==> src/rtl/tpr_pkg.sv <==
`default_nettype none
package tpr_pkg;

  // Conversion word width and the bits of it that are used.
  localparam int unsigned RAW_W       = 16;
  localparam int unsigned SAMPLE_BITS = 12;
  localparam int unsigned POS_W       = 12;
  localparam int unsigned CFG_W       = 16;
  localparam int unsigned IDX_W       = 2;

  // Product (z2 - z1) * x * plate_ohms and the quotient that replaces it.
  localparam int unsigned PROD_W   = 2 * SAMPLE_BITS + CFG_W;
  localparam int unsigned CNT_W    = $clog2(PROD_W);
  localparam int unsigned RT_SHIFT = 12;
  localparam int unsigned RT_W     = PROD_W + 1 - RT_SHIFT;
  localparam logic [PROD_W:0] ROUND_ADD = (PROD_W + 1)'(2047);

  // Register indexes of the configuration port.
  localparam logic [IDX_W-1:0] REG_SWAP_AXES      = IDX_W'(0);
  localparam logic [IDX_W-1:0] REG_PLATE_OHMS     = IDX_W'(1);
  localparam logic [IDX_W-1:0] REG_PRESSURE_LIMIT = IDX_W'(2);
  localparam logic [IDX_W-1:0] REG_PENUP_TICKS    = IDX_W'(3);

  localparam logic [CFG_W-1:0] PRESSURE_LIMIT_RST = CFG_W'(65535);
  localparam logic [CFG_W-1:0] PENUP_TICKS_RST    = CFG_W'(50);

  localparam logic OP_SAMPLE = 1'b0;
  localparam logic OP_TICK   = 1'b1;

  typedef enum logic [2:0] {
    ST_IDLE,
    ST_MUL_A,
    ST_MUL_B,
    ST_DIV,
    ST_DONE
  } state_e;

endpackage
`default_nettype wire

==> src/rtl/touch_pressure_reporter.sv <==
// Touch pressure reporter for a four-wire resistive panel.
// Input channel (in_valid_i / in_stall_o): one transfer carries either a touch
// sample (operation_i = 0, four raw conversion words) or a timer tick
// (operation_i = 1). Output channel (out_valid_o / out_stall_i): at most one
// report per input transfer, either a touch report of the previously held point
// or a release event with zero position and pressure.
// Configuration is written through cfg_we_i / cfg_index_i / cfg_data_i while
// the block is idle; the user must keep to this, as the block does not enforce it.
// A sample with nonzero X and Z1 and with Z2 >= Z1 passes from its transfer
// through two passes of one shared multiplier, a restoring divider that
// retires one quotient bit per cycle, and a final step before the input is
// free again. A tick, or a sample that fails those checks, goes from its
// transfer straight to the final step. in_stall_o is high after the transfer
// until the block is back in idle, so one item is in flight at a time.
// The result sits in an output register; while the receiver stalls, it holds
// its value, and the block waits at its last step until the register is free.
// Reset clears the held point, stops the pen-up countdown and loads the
// register defaults (no axis swap, plate 0 ohms, limit 65535, 50 ticks).
`default_nettype none
module touch_pressure_reporter
  import tpr_pkg::*;
(
  input  wire logic                clk_i,
  input  wire logic                rst_ni,
  input  wire logic                cfg_we_i,
  input  wire logic [IDX_W-1:0]    cfg_index_i,
  input  wire logic [CFG_W-1:0]    cfg_data_i,
  input  wire logic                in_valid_i,
  output      logic                in_stall_o,
  input  wire logic                operation_i,
  input  wire logic [RAW_W-1:0]    x_raw_i,
  input  wire logic [RAW_W-1:0]    y_raw_i,
  input  wire logic [RAW_W-1:0]    z1_raw_i,
  input  wire logic [RAW_W-1:0]    z2_raw_i,
  output      logic                out_valid_o,
  input  wire logic                out_stall_i,
  output      logic                touching_o,
  output      logic [POS_W-1:0]    x_pos_o,
  output      logic [POS_W-1:0]    y_pos_o,
  output      logic [CFG_W-1:0]    pressure_o
);

  localparam int unsigned SB = SAMPLE_BITS;

  state_e state_q, state_d;

  logic             swap_q;
  logic [CFG_W-1:0] plate_q, limit_q, penup_q;

  logic             tick_q, tick_d;
  logic             ok_q, ok_d;
  logic [SB-1:0]    x_q, x_d, y_q, y_d, z1_q, z1_d, dz_q, dz_d;
  logic [SB-1:0]    rem_q, rem_d;
  logic [PROD_W-1:0] prod_q, prod_d;
  logic [CNT_W-1:0] cnt_q, cnt_d;

  logic [POS_W-1:0] held_x_q, held_x_d, held_y_q, held_y_d;
  logic [CFG_W-1:0] held_p_q, held_p_d;
  logic [CFG_W-1:0] cd_q, cd_d;

  logic             out_valid_q, out_valid_d, out_touch_q, out_touch_d;
  logic [POS_W-1:0] out_x_q, out_x_d, out_y_q, out_y_d;
  logic [CFG_W-1:0] out_p_q, out_p_d;

  logic              in_accept;
  logic [SB-1:0]     sx, sy, sz1, sz2;
  logic [2*SB-1:0]   mul_a;
  logic [CFG_W-1:0]  mul_b;
  logic [PROD_W-1:0] mul_res;
  logic [SB:0]       trial;
  logic              trial_ge;
  logic [PROD_W:0]   rt_sum;
  logic [RT_W-1:0]   rt;
  logic              rt_over;
  logic              can_load;

  assign in_stall_o = (state_q != ST_IDLE);
  assign in_accept  = in_valid_i && !in_stall_o;

  // Masked and optionally exchanged sample words.
  always_comb begin
    sx  = swap_q ? y_raw_i[SB-1:0] : x_raw_i[SB-1:0];
    sy  = swap_q ? x_raw_i[SB-1:0] : y_raw_i[SB-1:0];
    sz1 = z1_raw_i[SB-1:0];
    sz2 = z2_raw_i[SB-1:0];
  end

  // The one multiplier: dz * x on the first pass, then that product * plate.
  assign mul_a   = (state_q == ST_MUL_A) ? (2*SB)'(dz_q) : prod_q[2*SB-1:0];
  assign mul_b   = (state_q == ST_MUL_A) ? CFG_W'(x_q) : plate_q;
  assign mul_res = mul_a * mul_b;

  // One restoring division step: the partial remainder always stays below z1.
  assign trial    = {rem_q, prod_q[PROD_W-1]};
  assign trial_ge = (trial >= {1'b0, z1_q});

  assign rt_sum  = {1'b0, prod_q} + ROUND_ADD;
  assign rt      = rt_sum[PROD_W:RT_SHIFT];
  assign rt_over = (rt > RT_W'(limit_q));

  assign can_load = !out_valid_q || !out_stall_i;

  always_comb begin
    state_d     = state_q;
    tick_d      = tick_q;
    ok_d        = ok_q;
    x_d         = x_q;
    y_d         = y_q;
    z1_d        = z1_q;
    dz_d        = dz_q;
    rem_d       = rem_q;
    prod_d      = prod_q;
    cnt_d       = cnt_q;
    held_x_d    = held_x_q;
    held_y_d    = held_y_q;
    held_p_d    = held_p_q;
    cd_d        = cd_q;
    out_valid_d = out_valid_q && out_stall_i;
    out_touch_d = out_touch_q;
    out_x_d     = out_x_q;
    out_y_d     = out_y_q;
    out_p_d     = out_p_q;

    case (state_q)
      ST_IDLE: begin
        if (in_accept) begin
          tick_d = (operation_i == OP_TICK);
          x_d    = sx;
          y_d    = sy;
          z1_d   = sz1;
          dz_d   = sz2 - sz1;
          rem_d  = '0;
          cnt_d  = CNT_W'(PROD_W - 1);
          ok_d   = (sx != '0) && (sz1 != '0) && (sz2 >= sz1);
          if (operation_i == OP_TICK || !((sx != '0) && (sz1 != '0) && (sz2 >= sz1))) begin
            state_d = ST_DONE;
          end else begin
            state_d = ST_MUL_A;
          end
        end
      end
      ST_MUL_A: begin
        prod_d  = mul_res;
        state_d = ST_MUL_B;
      end
      ST_MUL_B: begin
        prod_d  = mul_res;
        state_d = ST_DIV;
      end
      ST_DIV: begin
        rem_d  = trial_ge ? SB'(trial - {1'b0, z1_q}) : trial[SB-1:0];
        prod_d = {prod_q[PROD_W-2:0], trial_ge};
        cnt_d  = cnt_q - CNT_W'(1);
        if (cnt_q == '0) begin
          state_d = ST_DONE;
        end
      end
      ST_DONE: begin
        if (can_load) begin
          state_d = ST_IDLE;
          if (tick_q) begin
            if (cd_q != '0) begin
              cd_d = cd_q - CFG_W'(1);
              if (cd_q == CFG_W'(1)) begin
                out_valid_d = 1'b1;
                out_touch_d = 1'b0;
                out_x_d     = '0;
                out_y_d     = '0;
                out_p_d     = '0;
              end
            end
          end else if (ok_q && !rt_over) begin
            if (cd_q != '0) begin
              out_valid_d = 1'b1;
              out_touch_d = 1'b1;
              out_x_d     = held_x_q;
              out_y_d     = held_y_q;
              out_p_d     = held_p_q;
            end
            held_x_d = POS_W'(x_q);
            held_y_d = POS_W'(y_q);
            held_p_d = rt[CFG_W-1:0];
            cd_d     = (penup_q != '0) ? penup_q : CFG_W'(1);
          end
        end
      end
      default: begin
        state_d = ST_IDLE;
      end
    endcase
  end

  always_ff @(posedge clk_i or negedge rst_ni) begin
    if (!rst_ni) begin
      state_q     <= ST_IDLE;
      out_valid_q <= 1'b0;
      held_x_q    <= '0;
      held_y_q    <= '0;
      held_p_q    <= '0;
      cd_q        <= '0;
      swap_q      <= 1'b0;
      plate_q     <= '0;
      limit_q     <= PRESSURE_LIMIT_RST;
      penup_q     <= PENUP_TICKS_RST;
    end else begin
      state_q     <= state_d;
      out_valid_q <= out_valid_d;
      held_x_q    <= held_x_d;
      held_y_q    <= held_y_d;
      held_p_q    <= held_p_d;
      cd_q        <= cd_d;
      if (cfg_we_i) begin
        case (cfg_index_i)
          REG_SWAP_AXES:      swap_q  <= cfg_data_i[0];
          REG_PLATE_OHMS:     plate_q <= cfg_data_i;
          REG_PRESSURE_LIMIT: limit_q <= cfg_data_i;
          REG_PENUP_TICKS:    penup_q <= cfg_data_i;
          default: ;
        endcase
      end
    end
  end

  always_ff @(posedge clk_i) begin
    tick_q      <= tick_d;
    ok_q        <= ok_d;
    x_q         <= x_d;
    y_q         <= y_d;
    z1_q        <= z1_d;
    dz_q        <= dz_d;
    rem_q       <= rem_d;
    prod_q      <= prod_d;
    cnt_q       <= cnt_d;
    out_touch_q <= out_touch_d;
    out_x_q     <= out_x_d;
    out_y_q     <= out_y_d;
    out_p_q     <= out_p_d;
  end

  assign out_valid_o = out_valid_q;
  assign touching_o  = out_touch_q;
  assign x_pos_o     = out_x_q;
  assign y_pos_o     = out_y_q;
  assign pressure_o  = out_p_q;

  // The divider's partial remainder must stay below the divisor.
  assert property (@(posedge clk_i) disable iff (!rst_ni)
    (state_q == ST_DIV) |-> (rem_q < z1_q))
    else $error("divider remainder reached the divisor");

  // A release event carries no position and no pressure.
  assert property (@(posedge clk_i) disable iff (!rst_ni)
    (out_valid_o && !touching_o) |-> (x_pos_o == '0 && y_pos_o == '0 && pressure_o == '0))
    else $error("release event with nonzero payload");

  // A fresh report only appears after the final step of an item.
  assert property (@(posedge clk_i) disable iff (!rst_ni)
    (out_valid_o && !$past(out_valid_o)) |-> ($past(state_q) == ST_DONE))
    else $error("report loaded outside the final step");

  // A tick that finds the countdown at one leaves it at zero.
  assert property (@(posedge clk_i) disable iff (!rst_ni)
    (state_q == ST_DONE && tick_q && can_load && cd_q == CFG_W'(1)) |=> (cd_q == '0))
    else $error("countdown did not expire on release");

endmodule
`default_nettype wire

==> config.mk <==
export PLATFORM = sky130hd
export DESIGN_NAME = touch_pressure_reporter
export DESIGN_NICKNAME = d
export VERILOG_FILES = /design/src/rtl/tpr_pkg.sv /design/src/rtl/touch_pressure_reporter.sv
export SDC_FILE = /design/constraint.sdc
export NUM_CORES = 1
export LEC_CHECK = 0
export BUFFER_PORTS_ARGS = -buffer_cell sky130_fd_sc_hd__buf_2
export CAP_MARGIN = 10
export CORE_MARGIN = 3
export CORE_UTILIZATION = 51
export CTS_BUF_LIST = sky130_fd_sc_hd__clkbuf_8 sky130_fd_sc_hd__clkbuf_16
export DETAILED_ROUTE_END_ITERATION = 6
export MAX_ROUTING_LAYER = met4
export PLACE_DENSITY = 0.68
export SLEW_MARGIN = 25
export SYNTH_ARGS = -nofsm -noshare
export SYNTH_HDL_FRONTEND = slang
export SYNTH_SLANG_ARGS = --single-unit
==> constraint.sdc <==
create_clock -name clk_i -period 10.22 [get_ports clk_i]
set_input_delay 2.044 -clock clk_i [delete_from_list [all_inputs] [get_ports clk_i]]
set_output_delay 2.044 -clock clk_i [all_outputs]
set_load 0.03 [all_outputs]
==> impl_metrics.yaml <==
placement:
  portBuffers: 114
  place_hpwl_um: 50200
  post_dp_cell_area_um2: 26300
  pre_cts_slack_ns: 1.45
  place.gp.congestion: 0.921
layout:
  multiInputGateArea_um2: 16000
  layout.nets: 3142
  diodes: 0
  postLayoutCoreUtil: 0.565
  fillCellCount: 4163
  final_common_cell: "inv_1"
  layout-area-overhead-vs-synth_pct: 8.17
  layout-drive-gt1-share: 0.127
  stdcell_area_um2: 27300
  ff_latch_area_um2: 7230
  layout_common_cells: "inv_1, nand2_1, fa_1"
synth:
  syn-num-nets: 3088
  synth_edf_count: 149
  synthFlopType: "edfxtp_1"
  avgSynthCellArea_um2: 9.94
  ys_ff_latch: 258
  ys_seq_area_frac: 0.287
  synthCells: 2536
  synth_cell_types: 78
  ys_warn_count: 0
  mappedNetlistArea_um2: 25200
  async_reset_ff_frac: 0.422
detailed_routing:
  dr.first_iter.drc_count: 1418
  wl_per_cell_um: 19.8
  vias_per_cell: 5.61
  dr.pass1.iters: 5
  num_vias: 18300
  dr.max_layer_used: "met4"
  routed_wl_um: 64600
  drc: 0
  wl_met1_um: 28100
  antenna_left: 0
  met2_length_um: 29700
  wl_met3_um: 5180
die:
  fp.coreArea_um2: 48200
  die_y_um: 228
  design.die.area_um2: 52100
  placementRows: 80
  die_w_um: 228
  start_util: 0.523
  num_io_pins: 131
clock_tree:
  cts_tree: "built"
  cts_sinks: 258
  post_cts_buffers: 0
  clk_pin_slew_worst_paths_ns: 0.06
  cts_htree_levels: 1
  root_buffer: "clkbuf_16"
  clockBufferDepth: 3
  cts_inserted_buffers: 30
  ctsHoldBuffers: 0
  clk_latency_ns: 0.58
  cts_resized: 0
setup_path:
  arrival_ns: 9.12
  critPathMaxFanout: 97
  worstPathRequired_ns: 10.52
  regToRegStartpoint: "state_q[2]$_DFFE_PN0P_"
  reg2reg_slack_ns: 1.41
  endpoint: "prod_q[37]$_DFFE_PP_"
  startpoint: "state_q[2]$_DFFE_PN0P_"
  rr_worst_depth: 24
  r2r-end: "prod_q[37]$_DFFE_PP_"
  critPathKind: "flip-flop to flip-flop"
  start_kind: "flip-flop"
  end_kind: "flip-flop"
timing:
  hold_viol: 0
  setup_viol: 0
  slew_headroom: 0.343
  fin_tns_setup_ns: 0
  setup_slack_ns: 1.41
  grt_setup_unrepaired: "no"
  fin_crit_sh: 0.862
  max_freq_ghz: 0.113
  finClkSkew_ns: 0.0321
  tightest_slew_ns: 0.986
  maxSlewViolCount: 0
  post-route-min-period_ns: 8.81
min_path:
  hold_path.class: "flip-flop to flip-flop"
  hold_start: "y_q[7]$_DFFE_PP_"
global_route:
  grt_max_degree: 98
  track_usage: 0.259
  antenna_found_initial: 0
  grt_first_pass_wirelength_um: 105000
  grt_overflow: 0
  grt_pass1_vias: 19000
flow_run:
  cap_viol_max_count: 0
run_status:
  status: "complete, no violations"
[sequential cells by signal, summed over array words and instances (netlist names), 16 cells and up]
register    flops
penup_q        16
plate_q        16
cd_q           16
prod_q         40
held_p_q       16
pressure_o     16
limit_q        16
[per-stage QoR]
stage               hold slack, ns  std cells
detailed placement           0.471       3214
floorplan                    0.448       2536
global placement             0.461       3214
CTS                          0.482       3270
finish                       0.480       3270
global route                 0.491       3270
[logic make-up (layout without fill, tap and decap cells)]
family                     count (synthesis)  in the layout  share of synthesized area
AOI/OAI and AO/OA                        236            236                     0.0602
xor gates and xnor gates                  77             77                     0.0267
adders and majority gates                464            464                      0.322
buffers and inverters                    525            603                     0.0805
DFF                                      258            258                      0.287
muxes                                    140            140                     0.0668
and+or+nand+nor                          836            836                      0.157
[synthesized netlist by cell type (3+ instances only)]
library cell	count	share of area
nand2b_1	12	0.0030
inv_1	419	0.062
nand3b_1	9	0.0027
and3_1	106	0.026
fa_1	308	0.24
mux2_2	74	0.033
xor2_1	24	0.0083
nor2_1	140	0.021
or4_1	3	0.00089
a211oi_1	10	0.0030
dfrtp_1	90	0.089
ha_1	156	0.077
o32ai_1	10	0.0035
o221ai_1	3	0.0010
edfxtp_1	149	0.18
buf_6	7	0.0031
o41ai_1	3	0.0010
o21bai_1	9	0.0027
clkbuf_1	95	0.014
mux2i_1	27	0.011
or3_1	6	0.0015
xnor2_1	53	0.018
nor4_1	17	0.0042
nor3_1	23	0.0046
o21ai_0	39	0.0077
o21ai_1	7	0.0014
and2_1	27	0.0067
a31oi_1	9	0.0022
or2_2	5	0.0012
nand4_1	10	0.0025
nand3_1	38	0.0075
nor2b_1	55	0.014
dfstp_2	19	0.020
a21o_1	23	0.0068
o22ai_1	10	0.0025
mux2_4	38	0.023
o21a_1	7	0.0021
a21oi_1	70	0.014
o31ai_1	10	0.0030
nand2_1	369	0.055
[critical path, stage by stage (launching register included)]
cell      delay [ns]
dfrtp_1         0.58
or3_4           0.85
and2_0          0.55
a21o_1          0.35
nand2_1         0.14
fa_1            0.55
inv_1           0.05
fa_1            0.47
fa_1            0.47
fa_1            0.52
fa_1            0.56
inv_1           0.06
fa_1            0.53
inv_1           0.04
ha_1            0.33
and3_1          0.21
and3_1          0.21
and3_1          0.23
and4_1          0.21
a32o_1          0.27
o221ai_1        0.35
o21ai_1         0.17
a311oi_1        0.55
xnor2_1         0.18
a21oi_1         0.08
[how the worst min path moves through the flow]
stage                               end  slack (ns)  depth (start not counted)
6_report        held_y_q[7]$_DFFE_PN0P_        0.48                          1
5_1_grt        held_y_q[10]$_DFFE_PN0P_        0.49                          1
4_1_cts         held_y_q[3]$_DFFE_PN0P_        0.48                          1
3_5_place_dp    held_y_q[4]$_DFFE_PN0P_        0.47                          1
3_3_place_gp    held_y_q[7]$_DFFE_PN0P_        0.46                          1
2_1_floorplan   held_p_q[0]$_DFFE_PN0P_        0.45                          2
[layout make-up]
cell class	instances	share of cell area
repair buffers	128	0.0250
clock inverters	25	0.00766
multi-input cells	1753	0.586
clock buffers	31	0.0284
flip-flops and latches	258	0.265
inverters	419	0.0577
well taps	656	0.0301
[metal layers]
layer  vias up  GRT usage
li1       8331          -
met1      9284      0.366
met2       639      0.400
met3        94     0.0420
met4         0     0.0572
met5         -          -
Power is left out: the tool's default activity adds up to more than one toggle a clock period on the data nets, which glitch-free logic cannot reach.
